[src/sv/pstu_pkg.sv]
package pstu_pkg;

  localparam int unsigned CountWidth = 9;

  localparam logic [CountWidth-1:0] DotLast = 9'd340;
  localparam logic [CountWidth-1:0] DotSkip = 9'd339;
  localparam logic [CountWidth-1:0] DotReset = 9'd21;
  localparam logic [CountWidth-1:0] LinePre = 9'd261;
  localparam logic [CountWidth-1:0] LineVblank = 9'd241;
  localparam logic [CountWidth-1:0] LineVisible = 9'd240;

  typedef enum logic [2:0] {
    FUNC_TICK   = 3'd0,
    FUNC_CTRL   = 3'd1,
    FUNC_MASK   = 3'd2,
    FUNC_SCROLL = 3'd3,
    FUNC_ADDR   = 3'd4,
    FUNC_WDATA  = 3'd5,
    FUNC_RDATA  = 3'd6,
    FUNC_STATUS = 3'd7
  } func_t;

  typedef struct packed {
    logic                  render_line;
    logic [CountWidth-1:0] dot;
    logic [CountWidth-1:0] line;
  } scroll_ctl_t;

endpackage

[src/sv/pstu_in_if.sv]
interface pstu_in_if;
  logic       valid;
  logic       ready;
  logic [2:0] func;
  logic [7:0] wdata;

  modport source (output valid, output func, output wdata, input ready);
  modport sink (input valid, input func, input wdata, output ready);
endinterface

[src/sv/pstu_out_if.sv]
interface pstu_out_if;
  logic        valid;
  logic        ready;
  logic [7:0]  read_data;
  logic [14:0] vram_addr;
  logic        vram_access;
  logic        vram_write;
  logic        nmi;
  logic [8:0]  scanline_now;
  logic [8:0]  dot_now;

  modport source (
    output valid, output read_data, output vram_addr, output vram_access,
    output vram_write, output nmi, output scanline_now, output dot_now,
    input ready
  );
  modport sink (
    input valid, input read_data, input vram_addr, input vram_access,
    input vram_write, input nmi, input scanline_now, input dot_now,
    output ready
  );
endinterface

[src/sv/pstu_scroll.sv]
module pstu_scroll (
  input  pstu_pkg::scroll_ctl_t ctl,
  input  logic [14:0]           cur_addr,
  input  logic [14:0]           temp_addr,
  output logic [14:0]           addr_next
);
  import pstu_pkg::*;

  logic [14:0] a_cx;
  logic [14:0] a_fy;
  logic [14:0] a_hc;
  logic        cx_en;
  logic        vcopy_en;

  function automatic logic [14:0] coarse_x_step(input logic [14:0] a);
    logic [14:0] r;
    r = a;
    if (a[4:0] == 5'd31) begin
      r[4:0] = 5'd0;
      r[10] = ~a[10];
    end else begin
      r = a + 15'd1;
    end
    return r;
  endfunction

  function automatic logic [14:0] fine_y_step(input logic [14:0] a);
    logic [14:0] r;
    logic [4:0]  y;
    r = a;
    y = a[9:5];
    if (a[14:12] != 3'd7) begin
      r[14:12] = a[14:12] + 3'd1;
    end else begin
      r[14:12] = 3'd0;
      if (y == 5'd29) begin
        y = 5'd0;
        r[11] = ~a[11];
      end else if (y == 5'd31) begin
        y = 5'd0;
      end else begin
        y = y + 5'd1;
      end
      r[9:5] = y;
    end
    return r;
  endfunction

  always_comb begin
    cx_en = (((ctl.dot > 9'd1) && (ctl.dot < 9'd258)) ||
             ((ctl.dot > 9'd320) && (ctl.dot < 9'd338))) && (ctl.dot[2:0] == 3'd0);
    vcopy_en = (ctl.line == LinePre) && (ctl.dot > 9'd279) && (ctl.dot < 9'd305);

    a_cx = cx_en ? coarse_x_step(cur_addr) : cur_addr;
    a_fy = (ctl.dot == 9'd256) ? fine_y_step(a_cx) : a_cx;
    a_hc = a_fy;
    if (ctl.dot == 9'd257) begin
      a_hc[10] = temp_addr[10];
      a_hc[4:0] = temp_addr[4:0];
    end
    addr_next = a_hc;
    if (vcopy_en) begin
      addr_next[14:11] = temp_addr[14:11];
      addr_next[9:5] = temp_addr[9:5];
    end
    if (!ctl.render_line) begin
      addr_next = cur_addr;
    end
  end

endmodule

[src/sv/ppu_scroll_timing_unit.sv]
// Picture-unit timing and scroll address unit.
// Channel in_ch carries one item per transfer: func selects a dot tick or one
// processor register access, wdata is the byte for the write accesses.
// Channel out_ch returns exactly one result per item, in order: status byte,
// data-access address and decode, NMI pulse, and the raster position after
// the item.
// Items pass an input register and then one combinational step into the
// result register, which loads only when out_ch is free; one item is taken
// every cycle while out_ch keeps ready high.
// When out_ch stalls, the result register holds and the input register keeps
// accepting one more item; in_ch.ready drops only when both are full.
// Reset empties both registers and puts the raster at line 0, dot 21 with all
// scroll, control and NMI state cleared; no result is pending after reset.
module ppu_scroll_timing_unit (
  input logic        clk,
  input logic        rst,
  pstu_in_if.sink    in_ch,
  pstu_out_if.source out_ch
);
  import pstu_pkg::*;

  logic                  in_q_valid;
  logic [2:0]            func_q;
  logic [7:0]            wdata_q;

  logic                  out_valid;
  logic                  out_free;
  logic                  fire;

  logic [14:0]           cur_addr, cur_addr_next;
  logic [14:0]           temp_addr, temp_addr_next;
  logic [2:0]            fine_x, fine_x_next;
  logic                  write_toggle, write_toggle_next;
  logic [7:0]            ctrl_bits, ctrl_bits_next;
  logic [7:0]            mask_bits, mask_bits_next;
  logic                  vblank_flag, vblank_flag_next;
  logic [CountWidth-1:0] line_count, line_count_next;
  logic [CountWidth-1:0] dot_count, dot_count_next;
  logic                  odd_frame, odd_frame_next;
  logic                  last_ctrl_nmi, last_ctrl_nmi_next;
  logic                  last_vblank, last_vblank_next;
  logic                  nmi_armed, nmi_armed_next;

  logic [7:0]            read_data_next;
  logic [14:0]           vram_addr_next;
  logic                  vram_access_next;
  logic                  vram_write_next;
  logic                  nmi_next;

  logic [7:0]            read_data;
  logic [14:0]           vram_addr;
  logic                  vram_access;
  logic                  vram_write;
  logic                  nmi;

  logic                  rendering;
  scroll_ctl_t           sctl;
  logic [14:0]           tick_addr;

  assign out_free = !out_valid || out_ch.ready;
  assign fire = in_q_valid && out_free;
  assign in_ch.ready = !in_q_valid || out_free;

  assign rendering = mask_bits[3] || mask_bits[4];
  assign sctl.render_line = rendering && ((line_count < LineVisible) || (line_count == LinePre));
  assign sctl.dot = dot_count;
  assign sctl.line = line_count;

  pstu_scroll u_scroll (
    .ctl       (sctl),
    .cur_addr  (cur_addr),
    .temp_addr (temp_addr),
    .addr_next (tick_addr)
  );

  always_comb begin
    cur_addr_next = cur_addr;
    temp_addr_next = temp_addr;
    fine_x_next = fine_x;
    write_toggle_next = write_toggle;
    ctrl_bits_next = ctrl_bits;
    mask_bits_next = mask_bits;
    vblank_flag_next = vblank_flag;
    line_count_next = line_count;
    dot_count_next = dot_count;
    odd_frame_next = odd_frame;
    last_ctrl_nmi_next = last_ctrl_nmi;
    last_vblank_next = last_vblank;
    nmi_armed_next = nmi_armed;
    read_data_next = 8'd0;
    vram_addr_next = 15'd0;
    vram_access_next = 1'b0;
    vram_write_next = 1'b0;
    nmi_next = 1'b0;

    case (func_t'(func_q))
      FUNC_TICK: begin
        cur_addr_next = tick_addr;
        if (line_count == LineVblank && dot_count == 9'd1) begin
          vblank_flag_next = 1'b1;
        end
        if (line_count == LinePre && dot_count == 9'd1) begin
          vblank_flag_next = 1'b0;
        end
        if (last_vblank != vblank_flag_next) begin
          nmi_armed_next = 1'b1;
          last_vblank_next = vblank_flag_next;
        end
        if (last_ctrl_nmi != ctrl_bits[7]) begin
          nmi_armed_next = 1'b1;
          last_ctrl_nmi_next = ctrl_bits[7];
        end
        if (nmi_armed_next && vblank_flag_next && ctrl_bits[7]) begin
          nmi_next = 1'b1;
          nmi_armed_next = 1'b0;
        end
        if ((dot_count >= DotLast) ||
            (dot_count == DotSkip && odd_frame && rendering && line_count == LinePre)) begin
          dot_count_next = '0;
          if (line_count >= LinePre) begin
            line_count_next = '0;
            odd_frame_next = !odd_frame;
          end else begin
            line_count_next = line_count + 9'd1;
          end
        end else begin
          dot_count_next = dot_count + 9'd1;
        end
      end
      FUNC_CTRL: begin
        ctrl_bits_next = wdata_q;
        temp_addr_next[11:10] = wdata_q[1:0];
      end
      FUNC_MASK: begin
        mask_bits_next = wdata_q;
      end
      FUNC_SCROLL: begin
        if (!write_toggle) begin
          temp_addr_next[4:0] = wdata_q[7:3];
          fine_x_next = wdata_q[2:0];
          write_toggle_next = 1'b1;
        end else begin
          temp_addr_next[14:12] = wdata_q[2:0];
          temp_addr_next[9:5] = wdata_q[7:3];
          write_toggle_next = 1'b0;
        end
      end
      FUNC_ADDR: begin
        if (!write_toggle) begin
          temp_addr_next[14] = 1'b0;
          temp_addr_next[13:8] = wdata_q[5:0];
          write_toggle_next = 1'b1;
        end else begin
          temp_addr_next[7:0] = wdata_q;
          cur_addr_next = {temp_addr[14:8], wdata_q};
          write_toggle_next = 1'b0;
        end
      end
      FUNC_WDATA, FUNC_RDATA: begin
        vram_addr_next = cur_addr;
        vram_access_next = (cur_addr[14:12] == 3'b010);
        vram_write_next = (func_t'(func_q) == FUNC_WDATA);
        cur_addr_next = cur_addr + (ctrl_bits[2] ? 15'd32 : 15'd1);
      end
      FUNC_STATUS: begin
        read_data_next = {vblank_flag, 7'd0};
        vblank_flag_next = 1'b0;
        write_toggle_next = 1'b0;
      end
      default: begin
        read_data_next = 8'd0;
      end
    endcase
  end

  always_ff @(posedge clk) begin
    if (rst) begin
      in_q_valid <= 1'b0;
    end else if (in_ch.ready) begin
      in_q_valid <= in_ch.valid;
    end
    if (in_ch.valid && in_ch.ready) begin
      func_q <= in_ch.func;
      wdata_q <= in_ch.wdata;
    end
  end

  always_ff @(posedge clk) begin
    if (rst) begin
      out_valid <= 1'b0;
    end else if (out_free) begin
      out_valid <= in_q_valid;
    end
    if (fire) begin
      read_data <= read_data_next;
      vram_addr <= vram_addr_next;
      vram_access <= vram_access_next;
      vram_write <= vram_write_next;
      nmi <= nmi_next;
    end
  end

  always_ff @(posedge clk) begin
    if (rst) begin
      cur_addr <= '0;
      temp_addr <= '0;
      fine_x <= '0;
      write_toggle <= 1'b0;
      ctrl_bits <= '0;
      mask_bits <= '0;
      vblank_flag <= 1'b0;
      line_count <= '0;
      dot_count <= DotReset;
      odd_frame <= 1'b0;
      last_ctrl_nmi <= 1'b0;
      last_vblank <= 1'b0;
      nmi_armed <= 1'b0;
    end else if (fire) begin
      cur_addr <= cur_addr_next;
      temp_addr <= temp_addr_next;
      fine_x <= fine_x_next;
      write_toggle <= write_toggle_next;
      ctrl_bits <= ctrl_bits_next;
      mask_bits <= mask_bits_next;
      vblank_flag <= vblank_flag_next;
      line_count <= line_count_next;
      dot_count <= dot_count_next;
      odd_frame <= odd_frame_next;
      last_ctrl_nmi <= last_ctrl_nmi_next;
      last_vblank <= last_vblank_next;
      nmi_armed <= nmi_armed_next;
    end
  end

  assign out_ch.valid = out_valid;
  assign out_ch.read_data = read_data;
  assign out_ch.vram_addr = vram_addr;
  assign out_ch.vram_access = vram_access;
  assign out_ch.vram_write = vram_write;
  assign out_ch.nmi = nmi;
  assign out_ch.scanline_now = line_count;
  assign out_ch.dot_now = dot_count;

endmodule

[src/flat_wrapper.sv]
// flat-port wrapper written by rule: the top's interface ports become plain ports
module ppu_scroll_timing_unit_flat import pstu_pkg::*;
  (clk, rst, in_ch_valid, in_ch_func, in_ch_wdata, in_ch_ready, out_ch_valid, out_ch_read_data, out_ch_vram_addr, out_ch_vram_access, out_ch_vram_write, out_ch_nmi, out_ch_scanline_now, out_ch_dot_now, out_ch_ready);
  pstu_in_if in_ch_i ();
  pstu_out_if out_ch_i ();
  input logic clk;
  input logic rst;
  input wire logic [$bits(in_ch_i.valid)-1:0] in_ch_valid;
  input wire logic [$bits(in_ch_i.func)-1:0] in_ch_func;
  input wire logic [$bits(in_ch_i.wdata)-1:0] in_ch_wdata;
  output wire logic [$bits(in_ch_i.ready)-1:0] in_ch_ready;
  output wire logic [$bits(out_ch_i.valid)-1:0] out_ch_valid;
  output wire logic [$bits(out_ch_i.read_data)-1:0] out_ch_read_data;
  output wire logic [$bits(out_ch_i.vram_addr)-1:0] out_ch_vram_addr;
  output wire logic [$bits(out_ch_i.vram_access)-1:0] out_ch_vram_access;
  output wire logic [$bits(out_ch_i.vram_write)-1:0] out_ch_vram_write;
  output wire logic [$bits(out_ch_i.nmi)-1:0] out_ch_nmi;
  output wire logic [$bits(out_ch_i.scanline_now)-1:0] out_ch_scanline_now;
  output wire logic [$bits(out_ch_i.dot_now)-1:0] out_ch_dot_now;
  input wire logic [$bits(out_ch_i.ready)-1:0] out_ch_ready;
  assign in_ch_i.valid = in_ch_valid;
  assign in_ch_i.func = in_ch_func;
  assign in_ch_i.wdata = in_ch_wdata;
  assign in_ch_ready = in_ch_i.ready;
  assign out_ch_valid = out_ch_i.valid;
  assign out_ch_read_data = out_ch_i.read_data;
  assign out_ch_vram_addr = out_ch_i.vram_addr;
  assign out_ch_vram_access = out_ch_i.vram_access;
  assign out_ch_vram_write = out_ch_i.vram_write;
  assign out_ch_nmi = out_ch_i.nmi;
  assign out_ch_scanline_now = out_ch_i.scanline_now;
  assign out_ch_dot_now = out_ch_i.dot_now;
  assign out_ch_i.ready = out_ch_ready;
  ppu_scroll_timing_unit u_core (.clk(clk), .rst(rst), .in_ch(in_ch_i), .out_ch(out_ch_i));
endmodule
[config.mk]
export PLATFORM = sky130hd
export DESIGN_NAME = ppu_scroll_timing_unit_flat
export DESIGN_NICKNAME = d
export VERILOG_FILES = /design/src/sv/pstu_pkg.sv /design/src/sv/pstu_in_if.sv /design/src/sv/pstu_out_if.sv /design/src/sv/pstu_scroll.sv /design/src/sv/ppu_scroll_timing_unit.sv /design/src/flat_wrapper.sv
export SDC_FILE = /design/constraint.sdc
export NUM_CORES = 1
export LEC_CHECK = 0
export BUFFER_PORTS_ARGS = -buffer_cell sky130_fd_sc_hd__buf_4
export CAP_MARGIN = 20
export CORE_ASPECT_RATIO = 1.5
export CORE_UTILIZATION = 35
export CTS_CLUSTER_SIZE = 25
export DETAILED_ROUTE_END_ITERATION = 10
export GPL_ROUTABILITY_DRIVEN = 0
export GPL_TIMING_DRIVEN = 0
export MAX_ROUTING_LAYER = met4
export RECOVER_POWER = 25
export SLEW_MARGIN = 20
export SYNTH_ARGS = -nofsm -noshare
export SYNTH_HDL_FRONTEND = slang
export SYNTH_SLANG_ARGS = --single-unit
[constraint.sdc]
create_clock -name clk -period 3.6 [get_ports clk]
set_input_delay 0.36 -clock clk [delete_from_list [all_inputs] [get_ports clk]]
set_output_delay 0.36 -clock clk [all_outputs]
set_load 0.01 [all_outputs]
==> impl_metrics.tcl, run 1 <==
set metrics [dict create \
    status "completed" \
    grt_first_pass_wirelength_um 26900 \
    insertion_delay_ns 0.35 \
    root_buffer "clkbuf_16" \
    ys_seq_area_share_pct 37.6 \
    hpwl_um 12500 \
    antenna_cells 0 \
    layoutNonFillerInstCount 938 \
    clock_sinks 90 \
    clockBufferDepth 2 \
    fp.dieH_um 157 \
    powerDensity_nw_per_um2 363 \
    endpoint_kind "register" \
    crit_arrival_ns 3.80 \
    drt-pass1-iter-count 5 \
    path_cells "buf_6, nor4_4, a31o_2, a32o_2, nand4_1, nor3_2, xor2_1, ha_1, ha_1, nor2_2, nor2_1, and3_1, or4_1, o2bb2ai_1" \
    p_total_mw 2.40 \
    io_pins 61 \
    syn_area_sq_um 5590 \
    synth_edf_count 30 \
    finalSetupViolCount 0 \
    cts_tree "yes" \
    htreeDepth 3 \
    die-area_sq_um 16500 \
    start_util_pct 35.8 \
    drive_above_1_share_pct 15.5 \
    drtIter0Drc 370 \
    grt_overflow 0 \
    rsz0062_at_grt "true" \
    die_w_um 105 \
    routedWlPerCell_um 18.1 \
    viasPerCell 5.77 \
    cts_buffers 9 \
    track_usage_pct 21.5 \
    areaGrowthSynthToFinish_pct 18.4 \
    layout_commonest_cell "nor2_1" \
    synth_cells 657 \
    max-slew-margin-rel_pct 25.2 \
    cpMostUsedCell "ha_1" \
    crit_path_max_incr_delay_ns 0.51 \
    fin_skew_ns 0.00975 \
    synth_warnings 0 \
    rows 56 \
    fin_ws_ns 0.0848 \
    hold_viol 0 \
    detail_route.wirelength_um 16900 \
    irDropWorstVdd_uv 205 \
    min_period_ns 3.52 \
    fillers 1593 \
    vias 5408 \
    drc 0 \
    synth_seq_cells 90 \
    placedCellCount 919 \
    critical_path.max_fanout 10 \
    synthArstFlopShare_pct 0 \
    grt_pass1_vias 5252 \
    drv_slew 0 \
    ctsHoldBuffers 0 \
    final_cell_mix "nor2_1 (91), dfxtp_1 (58), clkbuf_1 (55), a21oi_1 (52), nand2_1 (49)" \
    leakagePower_nw 2.36 \
    cp_top_family "simple AND/OR/NAND/NOR gates" \
    antenna_found_initial 0 \
    port_buffers 53 \
    drv_cap 0 \
    syn_avg_cell_area_sq_um 8.51 \
    min_path_type "input pin to register" \
    critPathKind "register to register" \
    critical_path_buf_inv_count 1 \
    slowest_stage "or4_1" \
    worstMarginPinSlew_ns 1.12 \
    ys_types 83 \
    max_freq_mhz 284 \
    tns_ns 0 \
    critPathLaunchType "register" \
    ys.flop_type "dfxtp_1" \
    fp.coreArea_sq_um 15600 \
    required_ns 3.88 \
    dp_slack_ns -0.566 \
    drtAntennaViolNets 0 \
    nNetsFinal 759 \
    whs_ns 0.203 \
    grt_max_degree 23 \
    finalCritPeriodShare_pct 97.6 \
    clkSlewWorstSetupHoldPaths_ns 0.07 \
]
-- cell families (layout without fill, tap and decap cells) --
kind of cell	after synthesis	in the layout	synth area share, %
and+or+nand+nor	287	287	26.9
AOI/OAI and AO/OA	152	152	19.1
DFF	90	90	37.6
buffers and inverters	67	139	5.48
xor gates and xnor gates	37	37	6.04
adders and majority gates	14	14	3.13
muxes	9	9	1.63
other	1	7	0.0671
-- flip-flops by register name, indices dropped and copies added, names as in the netlist, 2 cells and up --
name / cells
u_core.ctrl_bits: 2
u_core.cur_addr: 15
u_core.func_q: 3
u_core.mask_bits: 2
u_core.out_ch.dot_now: 9
u_core.out_ch.scanline_now: 9
u_core.out_ch.vram_addr: 15
u_core.temp_addr: 15
u_core.wdata_q: 8
-- synthesized netlist by cell type, types with 3 or more instances --
master / instances / area (sq um)
inv_1: 15 / 56.3
and3_1: 18 / 113
a221oi_2: 4 / 60.1
nor2b_1: 8 / 50.1
nand3_1: 27 / 135
a311oi_1: 3 / 26.3
xor2_1: 19 / 166
or3_1: 5 / 31.3
ha_1: 14 / 175
a211oi_1: 16 / 120
o31ai_1: 3 / 22.5
nor3_1: 18 / 90.1
edfxtp_1: 30 / 901
nand2_1: 49 / 184
nand4_1: 12 / 75.1
o21ai_0: 15 / 75.1
a21oi_2: 6 / 52.6
and2_1: 9 / 56.3
a31oi_1: 4 / 25.0
or4_1: 5 / 37.5
buf_4: 7 / 52.6
or2_2: 5 / 31.3
o221ai_1: 3 / 26.3
buf_2: 5 / 25.0
nor2_1: 93 / 349
buf_6: 3 / 33.8
nor4_1: 3 / 18.8
xnor2_1: 17 / 149
o22ai_1: 5 / 31.3
mux2i_1: 8 / 80.1
and4_1: 7 / 61.3
dfxtp_1: 60 / 1200
a21oi_1: 52 / 260
nand2b_1: 8 / 50.1
clkbuf_1: 36 / 135
-- metal layers --
metal	global-route usage, %	vias up	share of wire (%)
met5	-	-	0
met4	12.8	0	4.9
met3	3.08	80	5.8
met2	37.7	274	51
met1	22.9	2530	39
li1	-	2524	-
-- timing repair --
item / CTS / global route
endpoints found under the setup margin: 8 / 4
pin swaps: 2 / 5
buffers inserted: 4 / 4
resized for setup: 7 / 15
-- layout make-up --
cell class              instances  area, sq um  share of cell area, %
inverters                      15         56.3                  0.851
multi-input cells             506         3270                   49.3
repair buffers                 61          360                   5.44
flip-flops and latches         90         2110                   31.8
clock inverters                 7          116                   1.76
well taps                     203          254                   3.84
plain buffers                  47          234                   3.53
clock buffers                   9          225                   3.40
-- per-stage QoR --
step,area [sq um],utilization [%]
after detailed placement,6260,40.1
final,6620,42.4
after floorplan,5610,-
after global routing,6620,42.4
after global placement,6260,40.1
after CTS,6660,42.6
-- where the power goes --
part           internal [mW]  switching, mW
Clock                  0.679          0.416
Combinational         0.0707          0.136
Sequential              1.07         0.0247
-- final timing paths --
| check | startpoint | endpoint | slack (ns) | cells after the start |
|---|---|---|---|---|
| min | in_ch_wdata[5] | u_core.wdata_q[5] | 0.20 | 1 |
| min reg2reg | u_core.temp_addr[11] | u_core.temp_addr[11] | 0.49 | 2 |
| max reg2reg | u_core.out_ch.dot_now[2] | u_core.cur_addr[12] | 0.08 | 14 |
| max | u_core.out_ch.dot_now[2] | u_core.cur_addr[12] | 0.08 | 14 |
No activity file was read; power rests on OpenSTA's default activity.
==> inputs of run 2 (changes only) <==
==> constraint.sdc (replaced) <==
create_clock -name clk -period 4.1 [get_ports clk]
set_input_delay 0.41 -clock clk [delete_from_list [all_inputs] [get_ports clk]]
set_output_delay 0.41 -clock clk [all_outputs]
set_load 0.01 [all_outputs]
==> run 2 against run 1 <==
Sequential cell count unchanged. Critical path depth unchanged. Combinational power down 12%. Die area unchanged. Via count down 1.3%. Clock power down 13%. Total power down 12%. First-iteration DRC count up 4.9%. Final area down 1.4%. Worst setup slack better by 0.099 ns. Fmax down 10%. Clock skew down 0.0012 ns. Critical path type unchanged. Critical endpoint is now u_core.cur_addr[5].
==> impl_metrics.tcl, run 2 (synthesis gave the netlist of run 1 again) <==
set metrics [dict create \
    cts_tree "yes" \
    r2r-start "u_core.cur_addr[1]" \
    start_util_pct 35.8 \
    met2_usage_pct 37.3 \
    pwr-share-seq_pct 45.9 \
    die_w_um 105 \
    hold_viol 0 \
    areaGrowthSynthToFinish_pct 16.7 \
    grt_pass1_vias 5231 \
    ff2ff_setup_slack_ns 0.18 \
    tns_ns 0 \
    p_total_mw 2.10 \
    layoutNonFillerInstCount 936 \
    cts_buffers 9 \
    fin_skew_ns 0.00856 \
    pwr-share-comb_pct 8.7 \
    drv_slew 0 \
    dpl_cell_area_sq_um 6260 \
    slowest_stage "nor3_2" \
    drive_above_1_share_pct 13.0 \
    grt_first_pass_wirelength_um 26700 \
    fin_ws_ns 0.184 \
    use_met1_pct 22.7 \
    io_pins 61 \
    placedCellCount 919 \
    crit_arrival_ns 4.19 \
    path_cells "ha_1, and3_1, ha_1, nand3b_1, nor3_2, nor3b_4, xor2_1, ha_1, ha_1, and2_1, xnor3_1, o21ai_0, nand3_1, a21oi_1" \
    cpMostUsedCell "ha_1" \
    worstMarginPinSlew_ns 1.14 \
    holdPathStages 1 \
    whs_ns 0.258 \
    die-area_sq_um 16500 \
    viasPerCell 5.70 \
    required_ns 4.37 \
    fin_util_pct 41.8 \
    grt_overflow 0 \
    r2r_cells 14 \
    clock_sinks 90 \
    grt_max_degree 23 \
    clkSlewWorstSetupHoldPaths_ns 0.07 \
    hp-start "in_ch_wdata[5]" \
    endpoint_kind "register" \
    top_regs "u_core.cur_addr x15, u_core.out_ch.vram_addr x15, u_core.temp_addr x15" \
    antenna_found_initial 0 \
    drv_cap 0 \
    status "completed" \
    max-slew-margin-rel_pct 23.8 \
    drtIter0Drc 388 \
    finalSetupViolCount 0 \
    layout_commonest_cell "nor2_1" \
    drtAntennaViolNets 0 \
    rows 56 \
    fp.dieH_um 157 \
    vias 5337 \
    max_freq_mhz 255 \
    nNetsFinal 757 \
    port_buffers 53 \
    irDropWorstVdd_uv 178 \
    drc 0 \
    dp_slack_ns -0.0657 \
    routedWlPerCell_um 17.9 \
    finalCritPeriodShare_pct 95.5 \
    grt_use_met3_pct 3.08 \
    crit_path_max_incr_delay_ns 0.42 \
    critPathLaunchType "register" \
    power.switching_mw 0.500 \
    fin_area_sq_um 6530 \
    busiest_layer "met2" \
    min_path_type "input pin to register" \
    track_usage_pct 21.3 \
    fillers 1615 \
    powerDensity_nw_per_um2 322 \
    htreeDepth 3 \
    switching_share_pct 23.8 \
    insertion_delay_ns 0.35 \
    min_period_ns 3.92 \
    p_int_mw 1.60 \
    fp.coreArea_sq_um 15600 \
    detail_route.wirelength_um 16700 \
    hpwl_um 12500 \
    critPathKind "register to register" \
    root_buffer "clkbuf_16" \
    ctsHoldBuffers 0 \
    holdPathEnd "u_core.wdata_q[5]" \
    p_clk_share_pct 45.4 \
    final_cell_mix "nor2_1 (93), clkbuf_1 (63), dfxtp_1 (60), a21oi_1 (52), nand2_1 (49)" \
    critical_path.max_fanout 8 \
    antenna_cells 0 \
    leakagePower_nw 2.32 \
    clockBufferDepth 2 \
    r2r_end "u_core.cur_addr[5]" \
    drt-pass1-iter-count 6 \
]
[run 2: cell types whose count changed in the layout (fill, tap and decap cells not counted), moves of 2 or more]
cell,before,now
dfxtp_1,58,60
nor2_1,91,93
clkbuf_2,2,0
nor2_2,3,1
buf_4,31,23
clkbuf_1,55,63
ha_1,12,14
[run 2: worst max-delay path: cells and delay by family (launching register included)]
family / cells / cell delay, ns
xor+xnor: 2 / 0.48
flops: 1 / 0.37
compound gates: 2 / 0.32
simple gates: 6 / 1.72
fa+ha+maj: 4 / 0.96
[run 2: worst max-delay path by stage]
stage / from / slack [ns] / endpoint / depth (start not counted)
floorplan: u_core.cur_addr[1] / 0.77 / u_core.cur_addr[5] / 15
global placement: u_core.cur_addr[0] / 0.04 / u_core.cur_addr[5] / 15
detailed placement: u_core.cur_addr[1] / -0.07 / u_core.cur_addr[5] / 15
CTS: u_core.out_ch.dot_now[1] / 0.11 / u_core.cur_addr[5] / 15
global route: u_core.out_ch.dot_now[1] / -0.04 / u_core.cur_addr[5] / 16
finish: u_core.cur_addr[1] / 0.18 / u_core.cur_addr[5] / 14
[run 2: layout make-up]
cell class / count / area, sq um / area share (%)
clock buffers: 9 / 225 / 3.45
repair buffers: 55 / 308 / 4.72
flip-flops and latches: 90 / 2100 / 32.2
well taps: 203 / 254 / 3.89
plain buffers: 51 / 246 / 3.78
multi-input cells: 506 / 3220 / 49.3
clock inverters: 7 / 116 / 1.78
inverters: 15 / 56.3 / 0.863
[run 2: power groups by stage]
stage          clock, mW  combinational, mW  sequential, mW
6_report           0.955              0.182           0.965
4_1_cts            0.977              0.185           0.963
5_1_grt             1.01              0.197           0.966
2_1_floorplan          0              0.118           0.979
3_5_place_dp           0              0.184           0.983
3_3_place_gp           0              0.182           0.983
[run 2: repair_timing]
item                       CTS  global route
setup endpoints to repair    2             3
pin swaps                    1             1
resized for setup            2             1
cloned                       0             0
buffers inserted             0             2
[run 2: per-layer routing]
layer | routed length, um | part of all wire [%] | vias to the layer above
met1 | 6440 | 38 | 2502
li1 | - | - | 2523
met3 | 942 | 5.6 | 59
met4 | 673 | 4.0 | 0
met2 | 8670 | 52 | 253
met5 | 0 | 0 | -
==> inputs of run 3 (changes only) <==
==> constraint.sdc (replaced) <==
create_clock -name clk -period 4.1 [get_ports clk]
set_input_delay 1.025 -clock clk [delete_from_list [all_inputs] [get_ports clk]]
set_output_delay 1.025 -clock clk [all_outputs]
set_load 0.05 [all_outputs]
==> run 3 against run 2 <==
Die area is the same. Count of clock-buffer cells in the layout is the same. Combinational power grew 19%. Clock power is essentially flat. Worst setup slack lost 0.0029 ns.
==> impl_metrics.tcl, run 3 (synthesis gave the netlist of run 1 again) <==
set metrics [dict create \
    p_int_mw 1.60 \
    crit_arrival_ns 4.19 \
    max_freq_mhz 255 \
    htreeDepth 3 \
    grt_first_pass_wirelength_um 26700 \
    fp.dieH_um 157 \
    root_buffer "clkbuf_16" \
    crit_path_max_incr_delay_ns 0.37 \
    die_w_um 105 \
    powerDensity_nw_per_um2 326 \
    drv_slew 0 \
    pwr-share-seq_pct 45.1 \
    antenna_cells 0 \
    holdPathStages 2 \
    cts_buffers 9 \
    slowest_stage "dfxtp_1" \
    grt_overflow 0 \
    port_buffers 53 \
    grt_pass1_vias 5231 \
    cts_tree "yes" \
    ff2ff_setup_slack_ns 0.18 \
    critPathLaunchType "register" \
    grt_max_degree 23 \
    die-area_sq_um 16500 \
    p_clk_share_pct 44.8 \
    min_path_type "register to register" \
    routedWlPerCell_um 17.9 \
    drtAntennaViolNets 0 \
    switching_share_pct 25.0 \
    worstMarginPinSlew_ns 1.10 \
    nNetsFinal 757 \
    whs_ns 0.485 \
    power.switching_mw 0.536 \
    clockBufferDepth 2 \
    critPathKind "register to register" \
    rows 56 \
    pwr-share-comb_pct 10.1 \
    fin_util_pct 42.0 \
    holdPathEnd "u_core.temp_addr[11]" \
    fillers 1607 \
    drv_cap 0 \
    required_ns 4.37 \
    io_pins 61 \
    hp-start "u_core.temp_addr[11]" \
    min_period_ns 3.92 \
    fp.coreArea_sq_um 15600 \
    status "completed" \
    r2r_end "u_core.cur_addr[5]" \
    path_cells "clkbuf_1, inv_1, ha_1, o2111ai_1, a32o_2, nand4_1, buf_4, nor3_1, xor2_1, ha_1, ha_1, and2_1, xnor3_1, o21ai_0, nand3_1, a21oi_1" \
    top_regs "u_core.cur_addr x15, u_core.out_ch.vram_addr x15, u_core.temp_addr x15" \
    dp_slack_ns -0.0657 \
    irDropWorstVdd_uv 178 \
    layoutNonFillerInstCount 936 \
    drt-pass1-iter-count 5 \
    leakagePower_nw 2.34 \
    clock_sinks 90 \
    endpoint_kind "register" \
    layout_commonest_cell "nor2_1" \
    finalSetupViolCount 0 \
    areaGrowthSynthToFinish_pct 17.3 \
    placedCellCount 919 \
    drtIter0Drc 379 \
    p_total_mw 2.14 \
    drive_above_1_share_pct 14.1 \
    critical_path.max_fanout 8 \
    final_cell_mix "nor2_1 (93), dfxtp_1 (60), clkbuf_1 (55), a21oi_1 (52), nand2_1 (49)" \
    viasPerCell 5.70 \
    r2r_cells 16 \
    finalCritPeriodShare_pct 95.6 \
    clkSlewWorstSetupHoldPaths_ns 0.07 \
    insertion_delay_ns 0.35 \
    hold_viol 0 \
    antenna_found_initial 0 \
    fin_skew_ns 0.00905 \
    max-slew-margin-rel_pct 26.8 \
    fin_ws_ns 0.181 \
    start_util_pct 35.8 \
    cpMostUsedCell "ha_1" \
    r2r-start "u_core.out_ch.dot_now[1]" \
    hpwl_um 12500 \
    track_usage_pct 21.3 \
    vias 5338 \
    detail_route.wirelength_um 16700 \
    drc 0 \
]
[run 3: cell count changes in the layout (fill, tap and decap cells not counted), sizes merged]
cell / before / now
buf: 32 / 40
clkbuf: 83 / 75
[run 3: power by group through the flow]
stage	Sequential, mW	Clock (mW)	Combinational [mW]
2_1_floorplan	1.00	0	0.130
3_3_place_gp	0.983	0	0.217
3_5_place_dp	0.983	0	0.218
4_1_cts	0.963	0.977	0.220
5_1_grt	0.966	1.01	0.232
6_report	0.965	0.957	0.217
[run 3: metal layers]
layer / vias up / global-route usage [%] / wire (um)
met3: 55 / 3.08 / 863
met1: 2534 / 22.7 / 6530
met5: - / - / 0
li1: 2517 / - / -
met2: 232 / 37.3 / 8650
met4: 0 / 12.8 / 677
[run 3: area by class of cell]
cell class              count  area (sq um)  area share, %
clock inverters             7           116           1.77
flip-flops and latches     90          2100           32.1
plain buffers              51           246           3.76
multi-input cells         506          3220           49.1
well taps                 203           254           3.87
inverters                  15          56.3          0.859
repair buffers             55           338           5.15
clock buffers               9           225           3.44
[run 3: worst max path at each step]
stage	start	to	slack, ns	cells past startpoint
2_1_floorplan	u_core.out_ch.dot_now[1]	u_core.cur_addr[5]	0.49	16
3_3_place_gp	u_core.cur_addr[0]	u_core.cur_addr[5]	0.04	15
3_5_place_dp	u_core.cur_addr[1]	u_core.cur_addr[5]	-0.07	15
4_1_cts	u_core.out_ch.dot_now[1]	u_core.cur_addr[5]	0.11	15
5_1_grt	u_core.out_ch.dot_now[1]	u_core.cur_addr[5]	-0.04	16
6_report	u_core.out_ch.dot_now[1]	u_core.cur_addr[5]	0.18	16
[run 3: worst max-delay path: cells and delay by family (launching register included)]
kind / cells / cell delay [ns]
AO/OA/AOI/OAI: 4 / 0.88
XOR/XNOR: 2 / 0.52
adder cells (fa/ha/maj): 3 / 0.64
buffers and inverters: 3 / 0.64
flip-flops: 1 / 0.37
AND/OR/NAND/NOR: 4 / 0.80
[run 3: what timing repair did]
item	in CTS	in global routing
pin swaps	1	1
cloned	0	0
endpoints found under the setup margin	2	3
resized for setup	2	1
hold buffers	0	0
setup buffers	0	2
[run 3: per-stage QoR]
stage | TNS [ns] | cell area [sq um]
2_1_floorplan | 0 | 5610
3_3_place_gp | 0 | 6260
3_5_place_dp | -0.0657 | 6260
4_1_cts | 0 | 6610
5_1_grt | -0.0395 | 6560
6_report | 0 | 6560
